`src/rtl/lpg_pkg.sv`:
```
// shared constants, payload types and control structs of the line pixel generator
package lpg_pkg;

   // coordinate and fixed-point sizes
   localparam int COORD_BITS = 12;
   localparam int FRAC_BITS  = 16;

   // endpoint differences carry one extra bit
   localparam int DIFF_W    = COORD_BITS + 1;
   // running minor accumulator: sign, integer headroom, fraction
   localparam int ACC_W     = COORD_BITS + FRAC_BITS + 2;
   // rounded minor before saturation
   localparam int MINOR_W   = ACC_W - FRAC_BITS;
   // quotient has one extra fraction bit for rounding
   localparam int QUO_W     = FRAC_BITS + 2;
   localparam int SLOPE_W   = FRAC_BITS + 2;
   localparam int DIV_STEPS = QUO_W;
   localparam int CNT_W     = $clog2(DIV_STEPS);

   localparam int COORD_MAX = (1 << (COORD_BITS - 1)) - 1;
   localparam int COORD_MIN = -(1 << (COORD_BITS - 1));

   // command codes of the input word
   localparam logic CMD_START = 1'b0;
   localparam logic CMD_STEP  = 1'b1;

   typedef logic signed [COORD_BITS-1:0] coord_type;

   typedef struct packed {
      logic      cmd;
      coord_type x_start;
      coord_type y_start;
      coord_type x_end;
      coord_type y_end;
   } req_type;

   typedef struct packed {
      coord_type pixel_x;
      coord_type pixel_y;
      logic      last;
   } rsp_type;

   // controller to datapath
   typedef struct packed {
      logic load;
      logic div_step;
      logic fix_slope;
      logic emit;
   } lpg_cmd_type;

   // datapath to controller
   typedef struct packed {
      logic dmaj_zero;
      logic at_end;
   } lpg_status_type;

endpackage

```
`src/rtl/lpg_datapath.sv`:
```
// datapath: endpoint decode, slope divider, minor accumulator and pixel register
module lpg_datapath (
   input  logic                   clock,
   input  lpg_pkg::req_type       req_data,
   input  lpg_pkg::lpg_cmd_type   cmd,
   output lpg_pkg::lpg_status_type status,
   output lpg_pkg::rsp_type       rsp_data
);

   localparam logic signed [lpg_pkg::MINOR_W-1:0] MINOR_HI =
      lpg_pkg::MINOR_W'(lpg_pkg::COORD_MAX);
   localparam logic signed [lpg_pkg::MINOR_W-1:0] MINOR_LO =
      lpg_pkg::MINOR_W'(lpg_pkg::COORD_MIN);
   localparam logic [lpg_pkg::ACC_W-1:0] ACC_HALF =
      lpg_pkg::ACC_W'(1) << (lpg_pkg::FRAC_BITS - 1);

   // line registers
   logic                                 steep_ff, steep_in;
   logic                                 step_negative_ff, step_negative_in;
   logic                                 slope_neg_ff, slope_neg_in;
   lpg_pkg::coord_type                   major_pos_ff, major_pos_in;
   lpg_pkg::coord_type                   major_end_ff, major_end_in;
   lpg_pkg::coord_type                   end_x_ff, end_x_in;
   lpg_pkg::coord_type                   end_y_ff, end_y_in;
   logic signed [lpg_pkg::ACC_W-1:0]     acc_ff, acc_in;
   logic signed [lpg_pkg::SLOPE_W-1:0]   slope_ff, slope_in;
   // divider registers
   logic [lpg_pkg::COORD_BITS-1:0]       den_ff, den_in;
   logic [lpg_pkg::COORD_BITS:0]         rem_ff, rem_in;
   logic [lpg_pkg::QUO_W-1:0]            quo_ff, quo_in;
   // result word
   lpg_pkg::rsp_type                     rsp_ff, rsp_in;

   // endpoint decode
   logic signed [lpg_pkg::DIFF_W-1:0] dx, dy;
   logic [lpg_pkg::COORD_BITS-1:0]    adx, ady, amaj, amin;
   logic                              start_steep, dmaj_neg, dmin_neg;
   lpg_pkg::coord_type                maj0, min0, maj1;

   always_comb begin
      dx = lpg_pkg::DIFF_W'(req_data.x_end) - lpg_pkg::DIFF_W'(req_data.x_start);
      dy = lpg_pkg::DIFF_W'(req_data.y_end) - lpg_pkg::DIFF_W'(req_data.y_start);
      adx = dx[lpg_pkg::DIFF_W-1] ? lpg_pkg::COORD_BITS'(-dx) : lpg_pkg::COORD_BITS'(dx);
      ady = dy[lpg_pkg::DIFF_W-1] ? lpg_pkg::COORD_BITS'(-dy) : lpg_pkg::COORD_BITS'(dy);
      start_steep = !(ady < adx);
      if (start_steep) begin
         amaj     = ady;
         amin     = adx;
         dmaj_neg = dy[lpg_pkg::DIFF_W-1];
         dmin_neg = dx[lpg_pkg::DIFF_W-1];
         maj0     = req_data.y_start;
         min0     = req_data.x_start;
         maj1     = req_data.y_end;
      end else begin
         amaj     = adx;
         amin     = ady;
         dmaj_neg = dx[lpg_pkg::DIFF_W-1];
         dmin_neg = dy[lpg_pkg::DIFF_W-1];
         maj0     = req_data.x_start;
         min0     = req_data.y_start;
         maj1     = req_data.x_end;
      end
   end

   // one restoring division step
   logic                             rem_ge;
   logic [lpg_pkg::COORD_BITS:0]     rem_diff;

   always_comb begin
      rem_ge   = rem_ff >= {1'b0, den_ff};
      rem_diff = rem_ge ? (rem_ff - {1'b0, den_ff}) : rem_ff;
   end

   // quotient rounded half away from zero, then signed
   logic [lpg_pkg::QUO_W-1:0]        quo_plus;
   logic [lpg_pkg::SLOPE_W-1:0]      slope_mag;

   always_comb begin
      quo_plus  = quo_ff + lpg_pkg::QUO_W'(1);
      slope_mag = {1'b0, quo_plus[lpg_pkg::QUO_W-1:1]};
   end

   // minor coordinate: round the accumulator and saturate
   logic [lpg_pkg::ACC_W-1:0]         acc_bias;
   logic signed [lpg_pkg::MINOR_W-1:0] minor_wide;
   lpg_pkg::coord_type                minor;

   always_comb begin
      acc_bias   = acc_ff + ACC_HALF - lpg_pkg::ACC_W'(acc_ff[lpg_pkg::ACC_W-1]);
      minor_wide = acc_bias[lpg_pkg::ACC_W-1:lpg_pkg::FRAC_BITS];
      if (minor_wide > MINOR_HI) begin
         minor = lpg_pkg::COORD_BITS'(MINOR_HI);
      end else if (minor_wide < MINOR_LO) begin
         minor = lpg_pkg::COORD_BITS'(MINOR_LO);
      end else begin
         minor = lpg_pkg::COORD_BITS'(minor_wide);
      end
   end

   assign status.dmaj_zero = (amaj == '0);
   assign status.at_end    = (major_pos_ff == major_end_ff);

   // next values
   always_comb begin
      steep_in         = steep_ff;
      step_negative_in = step_negative_ff;
      slope_neg_in     = slope_neg_ff;
      major_pos_in     = major_pos_ff;
      major_end_in     = major_end_ff;
      end_x_in         = end_x_ff;
      end_y_in         = end_y_ff;
      acc_in           = acc_ff;
      slope_in         = slope_ff;
      den_in           = den_ff;
      rem_in           = rem_ff;
      quo_in           = quo_ff;
      rsp_in           = rsp_ff;

      if (cmd.load) begin
         steep_in         = start_steep;
         step_negative_in = dmaj_neg;
         slope_neg_in     = dmaj_neg ^ dmin_neg;
         major_pos_in     = maj0;
         major_end_in     = maj1;
         end_x_in         = req_data.x_end;
         end_y_in         = req_data.y_end;
         // the accumulator starts at the exact minor start
         acc_in           = {{(lpg_pkg::ACC_W - lpg_pkg::COORD_BITS - lpg_pkg::FRAC_BITS)
                               {min0[lpg_pkg::COORD_BITS-1]}},
                             min0, {lpg_pkg::FRAC_BITS{1'b0}}};
         slope_in         = '0;
         den_in           = amaj;
         rem_in           = {1'b0, amin};
         quo_in           = '0;
      end

      if (cmd.div_step) begin
         rem_in = {rem_diff[lpg_pkg::COORD_BITS-1:0], 1'b0};
         quo_in = {quo_ff[lpg_pkg::QUO_W-2:0], rem_ge};
      end

      if (cmd.fix_slope) begin
         slope_in = slope_neg_ff ? -slope_mag : slope_mag;
      end

      if (cmd.emit) begin
         if (status.at_end) begin
            rsp_in.pixel_x = end_x_ff;
            rsp_in.pixel_y = end_y_ff;
            rsp_in.last    = 1'b1;
         end else begin
            if (steep_ff) begin
               rsp_in.pixel_x = minor;
               rsp_in.pixel_y = major_pos_ff;
            end else begin
               rsp_in.pixel_x = major_pos_ff;
               rsp_in.pixel_y = minor;
            end
            rsp_in.last = 1'b0;
            if (step_negative_ff) begin
               major_pos_in = major_pos_ff - lpg_pkg::COORD_BITS'(1);
               acc_in       = acc_ff - lpg_pkg::ACC_W'(slope_ff);
            end else begin
               major_pos_in = major_pos_ff + lpg_pkg::COORD_BITS'(1);
               acc_in       = acc_ff + lpg_pkg::ACC_W'(slope_ff);
            end
         end
      end
   end

   // payload registers
   always_ff @(posedge clock) begin
      steep_ff         <= steep_in;
      step_negative_ff <= step_negative_in;
      slope_neg_ff     <= slope_neg_in;
      major_pos_ff     <= major_pos_in;
      major_end_ff     <= major_end_in;
      end_x_ff         <= end_x_in;
      end_y_ff         <= end_y_in;
      acc_ff           <= acc_in;
      slope_ff         <= slope_in;
      den_ff           <= den_in;
      rem_ff           <= rem_in;
      quo_ff           <= quo_in;
      rsp_ff           <= rsp_in;
   end

   assign rsp_data = rsp_ff;

endmodule

```
`src/rtl/lpg_ctrl.sv`:
```
// controller: line state machine, divider step count and result word valid
module lpg_ctrl (
   input  logic                    clock,
   input  logic                    reset,
   input  logic                    req_valid,
   input  logic                    req_cmd,
   output logic                    req_ready,
   output logic                    rsp_valid,
   input  logic                    rsp_ready,
   input  lpg_pkg::lpg_status_type status,
   output lpg_pkg::lpg_cmd_type    cmd
);

   typedef enum logic [3:0] {
      ST_IDLE = 4'b0001,
      ST_DIV  = 4'b0010,
      ST_FIX  = 4'b0100,
      ST_RUN  = 4'b1000
   } lpg_state_type;

   lpg_state_type              state_ff, state_in;
   logic [lpg_pkg::CNT_W-1:0]  cnt_ff, cnt_in;
   logic                       rsp_valid_ff, rsp_valid_in;
   logic                       req_take;

   // words are taken while no line is being set up and the result slot frees
   assign req_ready = ((state_ff == ST_IDLE) || (state_ff == ST_RUN)) &&
                      (!rsp_valid_ff || rsp_ready);
   assign req_take  = req_valid && req_ready;

   // commands to the datapath
   always_comb begin
      cmd.load      = req_take && (req_cmd == lpg_pkg::CMD_START);
      cmd.emit      = req_take && (req_cmd == lpg_pkg::CMD_STEP) && (state_ff == ST_RUN);
      cmd.div_step  = (state_ff == ST_DIV);
      cmd.fix_slope = (state_ff == ST_FIX);
   end

   // state sequencing
   always_comb begin
      state_in = state_ff;
      cnt_in   = cnt_ff;
      case (state_ff)
         ST_IDLE, ST_RUN: begin
            if (cmd.load) begin
               cnt_in   = lpg_pkg::CNT_W'(lpg_pkg::DIV_STEPS - 1);
               state_in = status.dmaj_zero ? ST_RUN : ST_DIV;
            end else if (cmd.emit && status.at_end) begin
               state_in = ST_IDLE;
            end
         end
         ST_DIV: begin
            if (cnt_ff == '0) begin
               state_in = ST_FIX;
            end else begin
               cnt_in = cnt_ff - lpg_pkg::CNT_W'(1);
            end
         end
         ST_FIX: begin
            state_in = ST_RUN;
         end
         default: begin
            state_in = ST_IDLE;
         end
      endcase
   end

   // result word valid
   always_comb begin
      if (cmd.emit) begin
         rsp_valid_in = 1'b1;
      end else if (rsp_ready) begin
         rsp_valid_in = 1'b0;
      end else begin
         rsp_valid_in = rsp_valid_ff;
      end
   end

   always_ff @(posedge clock) begin
      if (reset) begin
         state_ff     <= ST_IDLE;
         cnt_ff       <= '0;
         rsp_valid_ff <= 1'b0;
      end else begin
         state_ff     <= state_in;
         cnt_ff       <= cnt_in;
         rsp_valid_ff <= rsp_valid_in;
      end
   end

   assign rsp_valid = rsp_valid_ff;

`ifndef SYNTHESIS
   // a pixel is never written over one still waiting
   a_emit_slot_free: assert property (@(posedge clock) disable iff (reset)
      cmd.emit |-> (!rsp_valid_ff || rsp_ready))
      else $error("pixel emitted over a pending word");

   // a non-degenerate start goes to the divider
   a_start_divides: assert property (@(posedge clock) disable iff (reset)
      (cmd.load && !status.dmaj_zero) |=> (state_ff == ST_DIV))
      else $error("start did not enter the divider");

   // the slope fix follows the last division step
   a_fix_after_div: assert property (@(posedge clock) disable iff (reset)
      (state_ff == ST_FIX) |-> ($past(state_ff) == ST_DIV && $past(cnt_ff) == '0))
      else $error("slope fix out of sequence");

   // the end pixel closes the line
   a_end_goes_idle: assert property (@(posedge clock) disable iff (reset)
      (cmd.emit && status.at_end && !cmd.load) |=> (state_ff == ST_IDLE))
      else $error("line not closed after its end point");
`endif

endmodule

```
`src/rtl/line_pixel_generator.sv`:
```
// Line pixel generator top level: controller and datapath.
// Start word: accepted, then slope division in ST_DIV (one quotient bit per
// cycle) and slope rounding in ST_FIX; a line with equal endpoints skips
// both and takes steps from the next cycle. Step word: one pixel per cycle
// while the result slot is free, from the running minor accumulator, result
// registered the cycle after acceptance. Synchronous reset idles the block.
module line_pixel_generator (
   input  logic             clock,
   input  logic             reset,
   input  logic             req_valid,
   output logic             req_ready,
   input  lpg_pkg::req_type req_data,
   output logic             rsp_valid,
   input  logic             rsp_ready,
   output lpg_pkg::rsp_type rsp_data
);

   lpg_pkg::lpg_cmd_type    cmd;
   lpg_pkg::lpg_status_type status;

   // sequencing
   lpg_ctrl u_ctrl (
      .clock     (clock),
      .reset     (reset),
      .req_valid (req_valid),
      .req_cmd   (req_data.cmd),
      .req_ready (req_ready),
      .rsp_valid (rsp_valid),
      .rsp_ready (rsp_ready),
      .status    (status),
      .cmd       (cmd)
   );

   // arithmetic and line state
   lpg_datapath u_datapath (
      .clock    (clock),
      .req_data (req_data),
      .cmd      (cmd),
      .status   (status),
      .rsp_data (rsp_data)
   );

endmodule
```
`config.mk`:
```
export PLATFORM = sky130hd
export DESIGN_NAME = line_pixel_generator
export DESIGN_NICKNAME = d
export VERILOG_FILES = /design/src/rtl/lpg_pkg.sv /design/src/rtl/lpg_datapath.sv /design/src/rtl/lpg_ctrl.sv /design/src/rtl/line_pixel_generator.sv
export SDC_FILE = /design/constraint.sdc
export NUM_CORES = 1
export LEC_CHECK = 0
export BUFFER_PORTS_ARGS = -buffer_cell sky130_fd_sc_hd__buf_2
export CAP_MARGIN = 0
export CORE_MARGIN = 4
export CORE_UTILIZATION = 62
export CTS_BUF_LIST = sky130_fd_sc_hd__clkbuf_8 sky130_fd_sc_hd__clkbuf_16
export CTS_CLUSTER_SIZE = 25
export DETAILED_ROUTE_END_ITERATION = 12
export PLACE_DENSITY_LB_ADDON = 0.25
export SLEW_MARGIN = 20
export SYNTH_ARGS = -nofsm -noshare
export SYNTH_HDL_FRONTEND = slang
export SYNTH_HIERARCHICAL = 1
export SYNTH_SLANG_ARGS = --single-unit
export TNS_END_PERCENT = 10
```
`constraint.sdc`:
```
create_clock -name clock -period 9.2 [get_ports clock]
set_input_delay 1.38 -clock clock [delete_from_list [all_inputs] [get_ports clock]]
set_output_delay 1.38 -clock clock [all_outputs]
set_load 0.01 [all_outputs]
```
# After elaboration in Yosys (flattened, before gate mapping)

Index checks and enable logic that the tools add are counted.

Bits in registers: 177
Output and inout bits: 27

Add/subtract/negate cells: 14
Order comparisons: 4
Equality and inequality tests: 9
Multiplexer cells: 38
Bitwise gates (word level): 2
Reductions and logical operators: 19

Operators by type and width:

| kind                                                             | count |
|---|---|
| 2-to-1 mux 12 bit                                                | 14 |
| 2-to-1 mux 30 bit                                                | 4 |
| 2-to-1 mux 18 bit                                                | 4 |
| adder 30 x 16 -> 30 bit (second input constant)                  | 1 |
| adder 30 x 18 -> 30 bit                                          | 1 |
| subtractor 30 x 1 -> 30 bit                                      | 1 |
| subtractor 30 x 18 -> 30 bit                                     | 1 |
| 2-to-1 mux 13 bit                                                | 2 |
| subtractor 12 x 12 -> 13 bit                                     | 2 |
| 2-to-1 mux 25 bit                                                | 1 |
| 2-to-1 mux 24 bit                                                | 1 |
| negation 12 bit                                                  | 2 |
| adder 18 x 1 -> 18 bit (second input constant)                   | 1 |
| negation 17 -> 18 bit                                            | 1 |
| 2-to-1 mux 4 bit                                                 | 4 |
| greater-than comparator 14 x 12 -> 1 bit (second input constant) | 1 |
| < comparator 14 x 12 -> 1 bit (second input constant)            | 1 |
| >= comparator 13 x 12 -> 1 bit                                   | 1 |
| adder 12 x 2 -> 12 bit (second input constant)                   | 1 |
| equality test 12 bit                                             | 1 |
| zero test 12 bit                                                 | 1 |
| < comparator 12 bit                                              | 1 |
| case mux 4 bit (3 select lines)                                  | 1 |
| subtractor 12 bit                                                | 1 |
| 22 further kinds                                                 | 37 |

# Longest topological paths before layout

Gate-level depths: netlist (run 1).

Word-level depth: 10
Gate-level depth with buffers: 28
Mapped depth without buffers: 26

# Cells and area by module

Netlist (run 1), hierarchy kept.

By module, submodules not included:

| module       | times used | cells each | area each (sq um) | sequential area each (sq um) |
|---|---|---|---|---|
| lpg_datapath | 1          | 1567       | 13614.3           | 4584.4 |
| lpg_ctrl     | 1          | 64         | 601.8             | 200.2 |

# Worst setup path before layout (run 1)

OpenSTA, ideal clock, no wires.

Path kind: input -> register
From: input req_data[12] (netlist name)
To: register u_ctrl.state_ff[1]
Library setup time: 0.129 ns
Arrival: 6.020 ns
Required time: 9.071 ns
Path slack: 3.051 ns
Stages: 27
Buffers on the path: 3
Cell sequence: inv_1 ha_1 fa_1 nand2b_1 a21oi_1 o31ai_1 o21ai_0 a2bb2oi_1 clkbuf_1 nor2_1 xor2_1 ha_1 a21oi_1 o21ai_0 a211oi_1 o21bai_1 a211oi_1 o31ai_1 maj3_2 o21ai_4 buf_6 buf_6 nand4_1 a21oi_1 nand2_1 a21oi_1 nor2_1

RTL lines:

| what                 | line                       | text |
|---|---|---|
| from (decl)          | line_pixel_generator.sv:12 | `input lpg_pkg::req_type req_data,` |
| to (signal assigned) | lpg_ctrl.sv:85             | `state_ff <= state_in;` |
| to (decl)            | lpg_ctrl.sv:21             | `lpg_state_type state_ff, state_in;` |

==> results of run 1 <==
## flip-flops by register name (all words and copies together), names as in the netlist, 12 cells and up
name / flops
u_datapath/den_ff: 12
u_datapath/rsp_data: 25
u_datapath/slope_ff: 18
u_datapath/end_y_ff: 12
u_datapath/quo_ff: 18
u_datapath/end_x_ff: 12
u_datapath/major_pos_ff: 12
u_datapath/major_end_ff: 12
u_datapath/rem_ff: 13
u_datapath/acc_ff: 30
## final cells by class
type | count | area [sq um] | area share
tap | 285 | 357 | 0.0232
clock buffer | 17 | 425 | 0.0276
inverter | 128 | 480 | 0.0312
sequential | 177 | 4780 | 0.311
timing repair buffer | 90 | 478 | 0.0310
multi-input combinational | 1266 | 8700 | 0.565
clock inverter | 15 | 169 | 0.0110
antenna | 1 | 2.50 | 0.000162
## cells in the final DEF, fill, tap and decap left out, types with 58 or more instances in the layout
cell type,instances
a21oi_1,114
buf_2,79
edfxtp_1,124
ha_1,119
inv_1,126
nand2_1,133
nor2_1,127
o21ai_0,79
xnor2_1,84
xor2_1,58
## where the power goes
group	total (mW)	switching, mW	internal [mW]
Clock	0.737	0.367	0.370
Sequential	1.18	0.144	1.03
Combinational	2.35	1.42	0.938
Total	4.27	1.93	2.34
## worst max-delay path, cell delays in order
cell       delay, ns
buf_2           0.15
inv_1           0.06
ha_1            0.25
fa_1            0.40
nand2b_1        0.18
a21oi_1         0.22
o31ai_1         0.16
o21ai_0         0.37
a2bb2oi_1       0.76
nor2_1          0.12
xor2_1          0.33
ha_1            0.31
a21oi_1         0.12
o21ai_0         0.10
a211oi_1        0.24
o21bai_1        0.10
a211oi_1        0.32
o31ai_1         0.13
maj3_2          0.35
o21ai_4         0.41
inv_2           0.51
nand4_1         0.24
a21oi_1         0.10
a221oi_1        0.29
nor2_1          0.06
## layer usage
layer  share of wire  up-vias  track usage
met5         0.00035        -            0
met4           0.035        2        0.114
met3           0.068       87       0.0528
met2            0.45      451        0.446
met1            0.45     5912        0.389
li1                -     6089            -
## logic make-up (layout without fill, tap and decap cells)
group / Yosys count / count (layout) / synth area share
AND/OR/NAND/NOR: 526 / 526 / 0.185
AO/OA/AOI/OAI: 453 / 453 / 0.212
buffers and inverters: 188 / 250 / 0.0518
flip-flops: 177 / 177 / 0.337
XOR/XNOR: 142 / 142 / 0.0875
adder cells (fa/ha/maj): 126 / 126 / 0.113
multiplexers: 19 / 19 / 0.0140
other: 0 / 1 / 0
## final timing paths
| check | endpoint | start | slack, ns | depth (start not counted) |
|---|---|---|---|---|
| setup reg to reg | u_datapath/acc_ff[29]$_DFF_P_ | u_datapath/slope_ff[2]$_SDFFCE_PN0P_ | 4.62 | 19 |
| hold / removal | u_datapath/rem_ff[0]$_SDFFE_PP0P_ | u_datapath/rem_ff[0]$_SDFFE_PP0P_ | 0.46 | 2 |
| setup / recovery | u_ctrl/state_ff[3]$_SDFFE_PP0P_ | req_data[12] | 1.83 | 25 |
| hold reg to reg | u_datapath/rem_ff[0]$_SDFFE_PP0P_ | u_datapath/rem_ff[0]$_SDFFE_PP0P_ | 0.46 | 2 |
## metrics by stage
stage / utilization / instances / hold WS, ns / worst slack [ns]
after detailed placement: 0.656 / 1946 / 0.447 / 1.62
after CTS: 0.682 / 1978 / 0.458 / 2.06
after floorplan: - / 1631 / 0.432 / 3.05
after global placement: 0.656 / 1946 / 0.445 / 1.80
after global routing: 0.682 / 1978 / 0.484 / 1.25
final: 0.682 / 1979 / 0.465 / 1.83
==> impl_metrics.tcl, run 1 <==
set metrics [dict create \
    worst_slew_pin_slew_ns 1.08 \
    grt_antenna_before_repair 1 \
    drive_above_1_share 0.0998 \
    synth.avg_cell_area_sq_um 8.72 \
    p_per_area_nw_per_um2 277 \
    cts_tree "done" \
    num-nets-final 1857 \
    yosys-top-cells-area "edfxtp_1 26%, ha_1 10%, dfxtp_1 7.5%, xnor2_1 5.2%, a21oi_1 4.0%" \
    grt_overflow 0 \
    synth-async-reset-ratio 0 \
    clock_latency_ns 0.44 \
    start_util 0.630 \
    core_sq_um 22600 \
    drv_slew 0 \
    clkTransAtPathRegs_ns 0.08 \
    numCtsBuffers 17 \
    synth_edf_count 124 \
    ant_nets 0 \
    setup-tns-final_ns 0 \
    ctsRootBufferMaster "clkbuf_16" \
    cts_num_sinks 177 \
    ys.warnings.count 6 \
    dieArea_sq_um 25400 \
    worst_ep_arrival_time_ns 7.70 \
    clock_path_buffers 2 \
    hold_class "flip-flop to flip-flop" \
    syn_to_final_growth_pct 8.33 \
    finalCritPeriodShare 0.801 \
    drc 0 \
    fill_cells 1884 \
    grt_max_degree 92 \
    vias 12541 \
    rsz0062_at_grt "no" \
    design_area_sq_um 15400 \
    worst-path-max-fanout 49 \
    syn_nets 1808 \
    crit_type "input port to flip-flop" \
    postCtsSetupBuffers 0 \
    ir_worst_vdd_mv 0.324 \
    synth_top_area_cell "edfxtp_1" \
    status "finished clean" \
    place_area_sq_um 14800 \
    synthMostInstantiatedCell "nand2_1" \
    grt_pass1_vias 11652 \
    io_buffers 79 \
    hold_buffers 0 \
    relSlewSlack 0.279 \
    clock_skew_ns 0.0139 \
    period_minus_slack_ns 7.37 \
    ys_ff_latch 177 \
    power_mw 4.27 \
    grt_usage 0.284 \
    dp_hpwl_microns 28300 \
    ios 80 \
    ys.flop_type "edfxtp_1" \
    startpoint_type "input port" \
    drt_first_iter_violations 1318 \
    drt_wl_total_microns 37200 \
    fmaxAchievable_mhz 136 \
    syn-instance-count 1631 \
    wl_per_cell_microns 18.8 \
    firstDrtPassIters 6 \
    report.final.setup_viol 0 \
    via_per_inst 6.34 \
    die_y_microns 159 \
    fp-row-count 55 \
    synth_area_sq_um 14200 \
    yosysTopAreaCellShare 0.262 \
    routabilityCongestion 0.925 \
    grt_pass1_wl_microns 59100 \
    required_ns 9.53 \
    synth_cell_types 90 \
    cap_violations 0 \
    finalHoldViolations 0 \
    htreeDepth 4 \
    synthTopCellsByCount "134 x nand2_1, 127 x nor2_1, 126 x inv_1" \
    cp-end-kind "flip-flop" \
    post_cts_resized 0 \
    leakage_nw 6.39 \
    die_x_microns 159 \
    yosysSeqAreaShare 0.337 \
]
(Power assumes the default switching activity.)
==> inputs of run 2 (changes only) <==
--- a/config.mk
+++ b/config.mk
@@ -8,7 +8,7 @@
 export BUFFER_PORTS_ARGS = -buffer_cell sky130_fd_sc_hd__buf_2
 export CAP_MARGIN = 0
 export CORE_MARGIN = 4
-export CORE_UTILIZATION = 62
+export CORE_UTILIZATION = 57
 export CTS_BUF_LIST = sky130_fd_sc_hd__clkbuf_8 sky130_fd_sc_hd__clkbuf_16
 export CTS_CLUSTER_SIZE = 25
 export DETAILED_ROUTE_END_ITERATION = 12
==> constraint.sdc (replaced) <==
create_clock -name clock -period 6.75 [get_ports clock]
set_input_delay 1.0125 -clock clock [delete_from_list [all_inputs] [get_ports clock]]
set_output_delay 1.0125 -clock clock [all_outputs]
set_load 0.01 [all_outputs]
==> run 2 against run 1 <==
Net effect:
- sequential share of layout area fell by 0.23 points
- design area rose by 0.73%
- clock skew rose by 0.0019 ns
- via count rose by 0.33%
- combinational power rose by 38%
- sequential power rose by 36%
- clock power rose by 42%
- count of clock-buffer cells in the layout did not move
- non-clock buffer count rose by 2
- cell count rose by 2.0%
- global-route usage fell by 1.8 points
==> impl_metrics.tcl, run 2 (same netlist as run 1, synthesis figures left out) <==
set metrics [dict create \
    drv_slew 0 \
    clkTransAtPathRegs_ns 0.08 \
    relSlewSlack 0.287 \
    numCtsBuffers 17 \
    hold_class "flip-flop to flip-flop" \
    clock_path_buffers 2 \
    grt_busiest_layer "met2" \
    clock_latency_ns 0.44 \
    finalCritPeriodShare 0.919 \
    dieArea_sq_um 27500 \
    clock_skew_ns 0.0157 \
    firstDrtPassIters 6 \
    grt_pass1_vias 11631 \
    worst_slew_pin_slew_ns 1.07 \
    ant_nets 0 \
    cpPeakStageDelay_ns 0.41 \
    vias 12582 \
    core_sq_um 24500 \
    report.final.setup_viol 0 \
    ctsRootBufferMaster "clkbuf_16" \
    startpoint_type "input port" \
    drive_above_1_share 0.101 \
    grt_max_degree 84 \
    postCtsSetupBuffers 0 \
    fmaxAchievable_mhz 161 \
    worst_ep_arrival_time_ns 6.53 \
    final_cell_mix "133 x nand2_1, 127 x nor2_1, 126 x inv_1" \
    finalHoldViolations 0 \
    cp-end-kind "flip-flop" \
    crit_type "input port to flip-flop" \
    required_ns 7.08 \
    post_cts_resized 0 \
    slowest_stage "fa_1" \
    ios 80 \
    path_delay_family "compound AO/OA/AOI/OAI gates" \
    grt_antenna_before_repair 1 \
    sequentialPowerShare 0.273 \
    largest_register_ffs 30 \
    p_comb_frac 0.550 \
    p_clk_frac 0.177 \
    hold_buffers 0 \
    p_int_mw 3.21 \
    cts_tree "done" \
    grt_usage 0.266 \
    p_per_area_nw_per_um2 381 \
    grt.met1_usage 0.371 \
    htreeDepth 4 \
    syn_to_final_growth_pct 9.12 \
    routabilityCongestion 0.993 \
    period_minus_slack_ns 6.20 \
    regArea_sq_um 4780 \
    io_buffers 79 \
    grt_overflow 0 \
    dp_hpwl_microns 28400 \
    cpMostUsedCell "a21oi_1" \
    top_register "u_datapath/acc_ff" \
    grt_pass1_wl_microns 60500 \
    num-nets-final 1859 \
    start_util 0.581 \
    setup-tns-final_ns 0 \
    power_mw 5.91 \
    holdWs_ns 0.478 \
    ir_worst_vdd_mv 0.381 \
    multi_input_area_sq_um 8710 \
    fill_cells 2033 \
    antenna_cells 0 \
    fp-row-count 57 \
    status "finished clean" \
    rsz0062_at_grt "no" \
    p_sw_frac 0.456 \
    drt_wl_total_microns 37800 \
    wl_per_cell_microns 18.7 \
    power.switching_mw 2.69 \
    leakage_nw 6.41 \
    drt_first_iter_violations 1494 \
    worst-path-max-fanout 49 \
    layout_commonest_cell "nand2_1" \
    die_y_microns 166 \
    drc 0 \
    cap_violations 0 \
    via_per_inst 6.23 \
    crit_buf_inv 3 \
    grt_util_met3 0.0317 \
    cts_num_sinks 177 \
    met2_usage 0.433 \
    die_x_microns 166 \
]
-- run 2: worst register-to-register path, cell delays in order, from the launching register on --
cell	delay (ns)
edfxtp_1	0.43
nor2_1	0.19
nor4b_1	0.39
nand2b_1	0.15
nor3b_1	0.44
and3_1	0.25
nor3_1	0.14
nor2_1	0.19
ha_1	0.31
a21oi_1	0.33
nor2_1	0.08
o31ai_1	0.32
a311oi_1	0.24
nand2_1	0.12
o2111ai_1	0.15
a31oi_1	0.22
o21bai_1	0.09
xnor2_1	0.18
mux2i_1	0.22
o211ai_1	0.10
-- run 2: power groups by stage --
stage / Clock [mW] / Sequential [mW] / Combinational (mW)
after detailed placement: 0 / 1.63 / 3.17
final: 1.05 / 1.61 / 3.25
after global placement: 0 / 1.62 / 3.10
after global routing: 1.10 / 1.62 / 3.57
after CTS: 1.06 / 1.60 / 3.19
after floorplan: 0 / 1.53 / 2.48
-- run 2: final cells by class --
type,instances,share of cell area
inverters,128,0.0310
clock buffers,17,0.0274
well taps,324,0.0261
multi-input cells,1266,0.561
repair buffers,92,0.0326
clock inverters,15,0.0131
flip-flops and latches,177,0.308
-- run 2: path summary, 6_finish.rpt --
kind                                                           start                           endpoint  slack [ns]  depth (start not counted)
worst max-delay path                                    req_data[12]    u_ctrl/state_ff[3]$_SDFFE_PP0P_        0.55                         25
worst min-delay path               u_datapath/rem_ff[0]$_SDFFE_PP0P_  u_datapath/rem_ff[0]$_SDFFE_PP0P_        0.48                          2
worst max register to register  u_datapath/slope_ff[2]$_SDFFCE_PN0P_      u_datapath/acc_ff[29]$_DFF_P_        2.08                         19
worst min register to register     u_datapath/rem_ff[0]$_SDFFE_PP0P_  u_datapath/rem_ff[0]$_SDFFE_PP0P_        0.48                          2
-- run 2: metrics by stage --
| step | cell area (sq um) | instances | util | setup slack [ns] |
|---|---|---|---|---|
| 2_1_floorplan | 14200 | 1631 | - | 0.968 |
| 3_3_place_gp | 14900 | 1987 | 0.608 | 0.393 |
| 3_5_place_dp | 14900 | 1987 | 0.608 | 0.230 |
| 4_1_cts | 15500 | 2019 | 0.634 | 0.667 |
| 5_1_grt | 15500 | 2019 | 0.634 | 0.197 |
| 6_report | 15500 | 2019 | 0.634 | 0.546 |
-- run 2: routing by layer --
layer / up-vias / routed length, microns
li1: 6094 / -
met5: - / 13
met4: 2 / 1030
met2: 506 / 17600
met1: 5904 / 16600
met3: 76 / 2630
